**config.mk**
```make
export PLATFORM = sky130hd
export DESIGN_NAME = iba_div
export DESIGN_NICKNAME = d
export VERILOG_FILES = /design/src/hdl/iba_pkg.sv /design/src/hdl/iba_div.sv
export SDC_FILE = /design/constraint.sdc
export NUM_CORES = 1
export LEC_CHECK = 0
export ABC_AREA = 1
export BUFFER_PORTS_ARGS = -buffer_cell sky130_fd_sc_hd__buf_4
export CORE_MARGIN = 2
export CORE_UTILIZATION = 50
export DETAILED_ROUTE_END_ITERATION = 6
export PLACE_DENSITY = 0.74
export SYNTH_ARGS = -nofsm -noshare
export SYNTH_HDL_FRONTEND = slang
export SYNTH_SLANG_ARGS = --single-unit
```
**constraint.sdc**
```tcl
create_clock -name i_clk -period 2.05 [get_ports i_clk]
set_clock_uncertainty 0.1 [all_clocks]
set_input_delay 0.3075 -clock i_clk [delete_from_list [all_inputs] [get_ports i_clk]]
set_output_delay 0.3075 -clock i_clk [all_outputs]
set_load 0.03 [all_outputs]
```
**src/hdl/iba_pkg.sv**
```systemverilog
// ============================================================================
// Inode bitmap allocator package
// Sizes, codes, state type and shared structs of the inode bitmap allocator.
// ============================================================================
package iba_pkg;

    // Store geometry (powers of two).
    localparam int GROUPS          = 8;
    localparam int MAX_IPG         = 1024;
    localparam int WORD_BITS       = 64;
    localparam int WORDS_PER_GROUP = MAX_IPG / WORD_BITS;
    localparam int BITMAP_WORDS    = (GROUPS * MAX_IPG + WORD_BITS - 1) / WORD_BITS;

    // Field widths.
    localparam int OP_W     = 2;
    localparam int GRP_W    = 3;
    localparam int NUM_W    = 14;
    localparam int IPG_W    = 11;
    localparam int STAT_W   = 2;
    localparam int CFG_W    = 14;
    localparam int CFG_IDX_W = 1;

    // Derived widths.
    localparam int LOC_W  = $clog2(MAX_IPG);
    localparam int BIT_W  = $clog2(WORD_BITS);
    localparam int CW_W   = $clog2(WORDS_PER_GROUP);
    localparam int WIDX_W = $clog2(WORDS_PER_GROUP + 1);
    localparam int ADDR_W = GRP_W + CW_W;

    // Count saturation limits.
    localparam logic [IPG_W-1:0] GROUP_CNT_MAX = {IPG_W{1'b1}};
    localparam logic [NUM_W-1:0] TOTAL_CNT_MAX = {NUM_W{1'b1}};

    // Register reset values.
    localparam logic [IPG_W-1:0] IPG_RESET    = IPG_W'(MAX_IPG);
    localparam logic [NUM_W-1:0] ICOUNT_RESET = NUM_W'(GROUPS * MAX_IPG);

    // Configuration register indexes.
    localparam logic [CFG_IDX_W-1:0] CFG_IPG    = 1'b0;
    localparam logic [CFG_IDX_W-1:0] CFG_ICOUNT = 1'b1;

    typedef enum logic [OP_W-1:0] {
        OP_ALLOC = 2'd0,
        OP_FREE  = 2'd1,
        OP_TEST  = 2'd2,
        OP_NONE  = 2'd3
    } t_op;

    typedef enum logic [STAT_W-1:0] {
        STAT_OK        = 2'd0,
        STAT_BAD_INODE = 2'd1,
        STAT_FULL      = 2'd2,
        STAT_BAD_GROUP = 2'd3
    } t_status;

    typedef enum logic [2:0] {
        S_IDLE,
        S_ASETUP,
        S_SCAN,
        S_AWRITE,
        S_DIV,
        S_READ,
        S_MODIFY,
        S_DONE
    } t_state;

    // Result of the iterative divider.
    typedef struct packed {
        logic             done;
        logic [NUM_W-1:0] quot;
        logic [LOC_W-1:0] rem;
    } t_div_res;

endpackage

```
**src/hdl/iba_div.sv**
```systemverilog
// ============================================================================
// Inode index divider
// Restoring divider that splits an inode index into group and local index,
// one quotient bit per cycle.
// ============================================================================
module iba_div (
    input  logic                         i_clk,
    input  logic                         i_rst_n,
    input  logic                         i_start,
    input  logic [iba_pkg::NUM_W-1:0]    i_dividend,
    input  logic [iba_pkg::IPG_W-1:0]    i_divisor,
    output iba_pkg::t_div_res            o_res
);

    localparam int CNT_W = $clog2(iba_pkg::NUM_W);

    logic                        r_busy;
    logic                        r_done;
    logic [CNT_W-1:0]            r_cnt;
    logic [iba_pkg::NUM_W-1:0]   r_quot;
    logic [iba_pkg::IPG_W-1:0]   r_rem;
    logic [iba_pkg::IPG_W-1:0]   r_dvs;

    logic [iba_pkg::IPG_W:0]     w_trial;
    logic                        w_fits;
    logic [iba_pkg::IPG_W:0]     w_diff;

    // One trial subtraction per step.
    always_comb begin
        w_trial = {r_rem, r_quot[iba_pkg::NUM_W-1]};
        w_fits  = (w_trial >= {1'b0, r_dvs});
        w_diff  = w_trial - {1'b0, r_dvs};
    end

    // Control: busy for one cycle per quotient bit, done pulses at the end.
    always_ff @(posedge i_clk) begin
        if (!i_rst_n) begin
            r_busy <= 1'b0;
            r_done <= 1'b0;
            r_cnt  <= '0;
        end else begin
            r_done <= 1'b0;
            if (i_start) begin
                r_busy <= 1'b1;
                r_cnt  <= '0;
            end else if (r_busy) begin
                r_cnt <= r_cnt + CNT_W'(1);
                if (r_cnt == CNT_W'(iba_pkg::NUM_W - 1)) begin
                    r_busy <= 1'b0;
                    r_done <= 1'b1;
                end
            end
        end
    end

    // Datapath: the dividend shifts out as the quotient shifts in.
    always_ff @(posedge i_clk) begin
        if (i_start) begin
            r_quot <= i_dividend;
            r_rem  <= '0;
            r_dvs  <= i_divisor;
        end else if (r_busy) begin
            r_quot <= {r_quot[iba_pkg::NUM_W-2:0], w_fits};
            r_rem  <= w_fits ? w_diff[iba_pkg::IPG_W-1:0] : w_trial[iba_pkg::IPG_W-1:0];
        end
    end

    assign o_res.done = r_done;
    assign o_res.quot = r_quot;
    assign o_res.rem  = r_rem[iba_pkg::LOC_W-1:0];

endmodule

```
# Yosys cells after proc, flatten, opt, wreduce, memory -nomap -nowiden
# Cells that the tools add are included.
[op_classes]
n_addsub = 2
order_cmp = 1
eq_ne = 1
n_mux = 7
n_bitwise = 2
n_reduce_logical = 3
[op_table]
columns = ["operator", "n"]
rows = [
  ["two-way mux 14 bit", 2],
  ["greater-or-equal comparator 12 x 11 -> 1 bit", 1],
  ["two-way mux 11 bit", 1],
  ["subtractor 11 bit", 1],
  ["adder 4 x 1 -> 4 bit (second input constant)", 1],
  ["equality test 4 bit (second input constant)", 1],
  ["two-way mux 1 bit", 4],
  ["OR reduction 3 bit", 1],
  ["NOT 1 bit", 2],
  ["nonzero test 2 bit", 1],
  ["OR reduction 2 bit", 1],
]
[totals]
register_bits = 42
input_bits = 28
out_inout_bits = 25
word_cells = 22

# Depth between registers and ports, before layout
# Gate-level depths: netlist (run 1).
[depth]
word_depth = 4
mapped_depth = 12

# Least setup slack after synthesis (run 1)
# No wires, ideal clock.
[synth_path]
path_type = "reg2reg"
start = "register r_quot[13] in the netlist's numbering"
end = "register r_rem[6] in the netlist's numbering"
t_arrival_ps = 1959
required_time_ps = 1837
path_slack_ps = -122
stages_incl_launch_ff = 13
path_buffers = 1
path_cell_list = "edfxtp_1 > inv_1 > ha_1 > fa_1 > inv_1 > nand3_1 > nand3_1 > nand2_2 > nand4_4 > buf_12 > nand3_2 > nand3_1 > nand2_1"
[synth_between]
elab_chain_cells = 2
elab_cells_between_ends = 3
cone_classes = "1 x add/sub; 1 x order compare; 1 x mux"
[synth_rtl]
columns = ["item", "line", "source"]
rows = [
  ["start, declared", "iba_div.sv:20", "logic [iba_pkg::NUM_W-1:0] r_quot;"],
  ["start signal, assigned", "iba_div.sv:59", "r_quot <= i_dividend;"],
  ["start signal, assigned", "iba_div.sv:63", "r_quot <= {r_quot[iba_pkg::NUM_W-2:0], w_fits};"],
  ["subtractor 11 bit or greater-or-equal comparator 12 x 11 -> 1 bit (tied branches)", "iba_div.sv:32, iba_div.sv:31", ""],
  ["two-way mux 11 bit *", "iba_div.sv:64", "r_rem <= w_fits ? w_diff[iba_pkg::IPG_W-1:0] : w_trial[iba_pkg::IPG_W-1:0];"],
  ["end signal, assigned", "iba_div.sv:64", ""],
  ["end, declared", "iba_div.sv:21", "logic [iba_pkg::IPG_W-1:0] r_rem;"],
]
# Mark *: on every way between the ends. The rest lies on a longest branch, timed or not.
# A chain may end at the register's enable or synchronous reset.

# Worst setup path after layout (run 1)
[layout_path]
start = "register r_dvs[0] in the netlist's numbering"
end = "register r_rem[6] in the netlist's numbering"
[layout_between]
elab_chain_cells = 2
elab_cells_between_ends = 3
cone_classes = "1 x add/sub; 1 x order compare; 1 x mux"
[layout_rtl]
columns = ["item", "line", "source"]
rows = [
  ["start, declared", "iba_div.sv:22", "logic [iba_pkg::IPG_W-1:0] r_dvs;"],
  ["start signal, assigned", "iba_div.sv:61", "r_dvs <= i_divisor;"],
  ["subtractor 11 bit or greater-or-equal comparator 12 x 11 -> 1 bit (tied branches)", "iba_div.sv:32, iba_div.sv:31", ""],
  ["two-way mux 11 bit *", "iba_div.sv:64", ""],
]
# Marked as above.

==> flow_summary.yaml, run 1 <==
placement:
  gp_congestion: 0.936
  hpwl_mm: 4.00
  portBuffers: 52
  dpl_cell_area_mm2: 0.00297
  dp.cells: 435
yosys:
  synth_top_area_share_pct: 29.1
  syn_nets: 369
  syn_area_mm2: 0.00258
  yosysWarningCount: 0
  synth-edff-count: 25
  ys_ff_latch: 42
  synthCells: 327
  async_reset_ff_share_pct: 0
  syn_avg_cell_area_um2: 7.89
  ys_types: 32
  yosysTopAreaCell: "edfxtp_1"
  yosys_most_used_dff: "edfxtp_1"
  synthTopCellsByArea: "edfxtp_1 29%, nand2_1 16%, dfxtp_1 13%, inv_1 7.0%, ha_1 6.3%"
  yosysSeqAreaShare_pct: 42.3
cts:
  clock_sinks: 42
  cts_tree: "yes"
  cts_max_level: 2
  clkTransAtPathRegs_ns: 0.08
  cts-buffers-inserted: 5
  clockRootBuffer: "clkbuf_8"
  clockBufferDepth: 2
  clock_latency_ns: 0.30
die:
  initial_utilization_pct: 51.2
  die-area_mm2: 0.00575
  io_pins: 53
  die_y_um: 75.8
  die_w_um: 75.8
  num_rows: 26
  core_area_mm2: 0.00504
run_status:
  outcome: "completed"
run:
  drv_cap: 0
drt:
  firstDrtPassIters: 4
  vias: 2255
  post-route-drc-count: 0
  wl_mm: 5.73
  wl_per_cell_um: 12.7
  detail-route-antenna-nets: 0
  drt_iter0_drc: 164
  viasPerCell: 4.99
sta:
  final-setup-viol-count: 0
  worst_pin_slew_ns: 0.558
  hold_ws_ns: 0.0781
  slew_headroom_pct: 62.8
  fin_setup_tns_ns: 0
  fin_crit_sh_pct: 97.1
  finalHoldViolations: 0
  fin_crit_ns: 1.99
  slew_viol_final: 0
  maxClockFrequency_mhz: 502
global_route:
  grt_util_all_layers_pct: 20.8
  grt_first_pass_wirelength_mm: 8.94
  grt-ovfl-total: 0
  antenna_found_initial: 0
  grt_pass1_vias: 1967
  grt_max_degree: 22
setup_path:
  cp_top_family: "adder cells"
  worstSetupEndpointType: "flip-flop"
  cp_slowest_cell: "edfxtp_1"
  max_stage_delay_ns: 0.43
  startpoint_type: "flip-flop"
  cp_max_fo: 5
  path_buf_inv: 2
  cp.required_ns: 2.15
  cp_data_arrival_time_ns: 2.09
  worstSetupPathType: "flip-flop to flip-flop"
  cp_cell_sequence: "ha_4, fa_2, inv_2, nand3_2, nand3_4, nand2_4, nand4_4, buf_4, nand3_2, nand3_1, nand2_1"
  path_common_cell: "nand3_2"
finish:
  fill_cells: 452
  fin_cells: 452
  fin_area_mm2: 0.00322
  area_growth_syn_to_layout_pct: 24.7
  antenna_cells: 0
  layout-drive-gt1-share_pct: 28.5
  final_nets: 423
min_path:
  min_path_type: "input port to flip-flop"
pwr:
  powerDensity_mw_per_mm2: 633
  p_leak_nw: 1.64
  p_total_mw: 2.04
  ir_drop_mv: 0.498
-- final cells by class --
| cell class | instances | area (µm²) | area share, % |
|---|---|---|---|
| Clock buffer | 6 | 72.6 | 2.26 |
| Sequential cell | 42 | 1090 | 33.9 |
| Inverter | 50 | 188 | 5.83 |
| Tap cell | 70 | 87.6 | 2.72 |
| Timing Repair Buffer | 67 | 523 | 16.3 |
| Multi-Input combinational cell | 215 | 1220 | 37.9 |
| Clock inverter | 2 | 37.5 | 1.17 |
-- metrics by stage --
stage          setup WS (ns)  util, %
2_1_floorplan        0.00692        -
3_3_place_gp          0.0747     58.9
3_5_place_dp         0.00770     58.9
4_1_cts              0.00860     61.0
5_1_grt              -0.0319     63.8
6_report              0.0584     63.8
-- metal layers --
metal	vias up	global-route usage (%)	share of wire (%)
met5	-	0	0
met4	0	9.16	1.7
met3	8	4.89	6.6
met2	66	31.9	50
met1	1030	27.9	42
li1	1151	-	-
-- sequential cells by signal, indices dropped and copies added (netlist names) --
signal,flops
r_busy,1
r_done,1
r_dvs,11
r_quot,14
r_cnt,4
r_rem,11
-- placed cells by master, fill, tap and decap left out, drive strengths merged --
cell      instances
clkbuf            6
nor3              2
inv              50
a31oi             1
fa                1
o211a             1
a211oi            1
xor2              1
nor2             15
nand2           120
buf              67
xnor2             2
nand4            17
ha               13
a21oi             5
edfxtp           25
bufinv            1
nand3            32
or2               1
and2              1
nor3b             2
clkinvlp          1
dfxtp            17
-- power by group --
| group | switching, mW | total (mW) | internal, mW |
|---|---|---|---|
| logic | 0.232 | 0.389 | 0.157 |
| registers | 0.0306 | 0.985 | 0.955 |
| clock network | 0.299 | 0.663 | 0.364 |
-- worst register-to-register path, cell delays in order, from the launching register on --
cell and delay [ns]:
edfxtp_1 0.43, ha_4 0.20, fa_2 0.41, inv_2 0.08, nand3_2 0.08, nand3_4 0.11
nand2_4 0.08, nand4_4 0.12, buf_4 0.14, nand3_2 0.05, nand3_1 0.07, nand2_1 0.05
-- cells by family after synthesis --
| family | share of synthesized area (%) |
|---|---|
| flip-flops | 42.3 |
| XOR/XNOR | 1.02 |
| AND/OR/NAND/NOR | 34.4 |
| buffers and inverters | 13.2 |
| AO/OA/AOI/OAI | 2.04 |
| adder cells (fa/ha/maj) | 7.08 |
-- path summary, 6_finish.rpt --
check                           cells after the start  slack [ns]              startpoint                      to
worst max register to register                     11        0.06      r_dvs[0]$_DFFE_PP_   r_rem[6]$_SDFFE_PP0P_
worst max-delay path                               11        0.06      r_dvs[0]$_DFFE_PP_   r_rem[6]$_SDFFE_PP0P_
worst min register to register                      2        0.38  r_rem[10]$_SDFFE_PP0P_  r_rem[10]$_SDFFE_PP0P_
worst min-delay path                                1        0.08            i_divisor[8]      r_dvs[8]$_DFFE_PP_
-- synthesized netlist by cell type (2+ instances only) --
cell	number
nor2_1	12
nand3_1	27
inv_2	2
buf_4	12
xnor2_1	2
a21oi_1	4
nand2_2	11
edfxtp_1	25
inv_1	48
dfxtp_1	17
nor2_2	2
nand3_2	5
ha_1	13
clkbuf_1	5
nand2_1	109
nand4_1	15
nor3_1	2
nor3b_1	2
-- what timing repair did --
action / 4_1_cts / 5_1_grt
hold buffers: 0 / 0
buffers inserted: 0 / 8
setup endpoints to repair: 0 / 12
resized for setup: 0 / 12
Note: power is estimated with default switching activity, not from simulation.
==> inputs of run 2 (changes only) <==
CTS_BUF_LIST = sky130_fd_sc_hd__clkbuf_4 sky130_fd_sc_hd__clkbuf_8 sky130_fd_sc_hd__clkbuf_16   (was unset)
GPL_TIMING_DRIVEN = 0   (was unset)
==> flow_summary.yaml, run 2 (synthesis gave the netlist of run 1 again) <==
run_status:
  outcome: "completed"
drt:
  wl_mm: 5.74
  firstDrtPassIters: 4
  vias: 2261
  detail-route-antenna-nets: 0
  viasPerCell: 4.87
  drt_iter0_drc: 91
  wl_per_cell_um: 12.4
  post-route-drc-count: 0
global_route:
  grt_use_met1_pct: 29.2
  grtUsageMet2_pct: 32.6
  grt_first_pass_wirelength_mm: 9.14
  antenna_found_initial: 0
  grt.met3_usage_pct: 3.97
  grt_busiest_layer: "met2"
  grt_max_degree: 16
  grt_pass1_vias: 2035
  grt_util_all_layers_pct: 21.0
  grt-ovfl-total: 0
placement:
  gp_congestion: 0.893
  dp.cells: 449
  hpwl_mm: 3.99
  pre_cts_ws_ns: 0.0189
  portBuffers: 52
finish:
  reg.largest.list: "r_quot (14), r_dvs (11), r_rem (11)"
  top_register: "r_quot"
  largest_reg_flops: 14
  final_cell_mix: "109 x nand2_1, 70 x buf_4, 46 x inv_1"
  fill_cells: 442
  fin_cells: 464
  area_growth_syn_to_layout_pct: 29.0
  antenna_cells: 0
  final_nets: 435
  layout_commonest_cell: "nand2_1"
  layout-drive-gt1-share_pct: 30.7
sta:
  slew_headroom_pct: 61.7
  finalWorstSetupSlack_ns: 0.0759
  rsz0062_at_grt: "true"
  fin_crit_ns: 1.97
  hold_ws_ns: 0.0860
  finalHoldViolations: 0
  worst_pin_slew_ns: 0.574
  slew_viol_final: 0
  maxClockFrequency_mhz: 507
  final-setup-viol-count: 0
  fin_crit_sh_pct: 96.3
  fin_setup_tns_ns: 0
setup_path:
  path_buf_inv: 2
  cp-startpoint: "r_dvs[0]$_DFFE_PP_"
  cp_slowest_cell: "edfxtp_1"
  max_stage_delay_ns: 0.42
  r2r_slack_ns: 0.08
  cp_max_fo: 5
  r2r_end: "r_rem[3]$_SDFFE_PP0P_"
  cp_data_arrival_time_ns: 2.07
  startpoint_type: "flip-flop"
  cp_top_family: "adder cells"
  path_common_cell: "nand3_2"
  cp_cell_sequence: "ha_4, fa_2, inv_2, nand3_2, nand3_4, nand2_4, nand4_4, clkbuf_16, nand2_2, nand3_2, nand2_1"
  worstSetupPathType: "flip-flop to flip-flop"
  worstSetupEndpointType: "flip-flop"
  worstRegToRegCells: 11
  cp.required_ns: 2.14
  r2r_start: "r_dvs[0]$_DFFE_PP_"
cts:
  cts_max_level: 2
  clock_sinks: 42
  clkTransAtPathRegs_ns: 0.08
  cts-buffers-inserted: 5
  clockBufferDepth: 2
  clockRootBuffer: "clkbuf_8"
  clock_latency_ns: 0.29
  ctsHoldBuffers: 0
  cts_tree: "yes"
die:
  initial_utilization_pct: 51.2
  die-area_mm2: 0.00575
  die_w_um: 75.8
  io_pins: 53
  num_rows: 26
  die_y_um: 75.8
  core_area_mm2: 0.00504
pwr:
  p_total_mw: 2.06
  p_leak_nw: 1.69
  powerDensity_mw_per_mm2: 619
  ir_drop_mv: 0.441
min_path:
  worstHoldStart: "i_divisor[10]"
  hold_depth: 1
  whs_endpoint: "r_dvs[10]$_DFFE_PP_"
  min_path_type: "input port to flip-flop"
run:
  drv_cap: 0
## run 2: cell count changes in the layout (fill, tap and decap cells not counted), moves of 2 or more
cell and delta:
buf_4 +6, clkbuf_1 +4, nand3_2 +3, nand3_1 -4, clkbuf_4 +2
## run 2: where the power goes
part	switching, mW	total, mW	leakage [nW]	internal (mW)
clock network	0.292	0.669	0.0548	0.377
registers	0.0284	0.983	0.389	0.955
logic	0.239	0.406	1.25	0.167
## run 2: how the worst max path moves through the flow
stage / endpoint / slack, ns / cells past startpoint
6_report: r_rem[3]$_SDFFE_PP0P_ / 0.08 / 11
3_3_place_gp: r_quot[0]$_DFFE_PP_ / 0.05 / 11
5_1_grt: r_rem[3]$_SDFFE_PP0P_ / -0.06 / 12
4_1_cts: r_quot[0]$_DFFE_PP_ / 0.02 / 11
3_5_place_dp: r_quot[0]$_DFFE_PP_ / 0.02 / 11
2_1_floorplan: r_rem[6]$_SDFFE_PP0P_ / 0.007 / 12
## run 2: layout make-up
cell class	count	area, µm²	share of cell area, %
timing repair buffer	59	460	13.8
sequential	42	1090	32.8
multi-input combinational	214	1230	37.1
buffer	21	153	4.59
clock inverter	2	37.5	1.13
inverter	50	188	5.64
clock buffer	6	76.3	2.29
tap	70	87.6	2.63
## run 2: timing repair
item	in CTS	in global routing
pin swaps	1	4
gates resized for setup	0	15
hold endpoints to repair	0	0
buffers inserted	1	5
setup endpoints to repair	1	11
cloned	0	1
## run 2: metrics by stage
stage	instance area (µm²)	utilization (%)
4_1_cts	3190	63.3
5_1_grt	3330	66.0
3_5_place_dp	3070	60.8
3_3_place_gp	3070	60.8
6_report	3330	66.0
2_1_floorplan	2590	-
## run 2: layer usage
metal  share of wire [%]  vias up  wire, µm
li1                    -     1163         -
met1                  43     1030      2460
met2                  50       60      2880
met3                 5.5        8       315
met4                 1.5        0        84
met5                   0        -         0
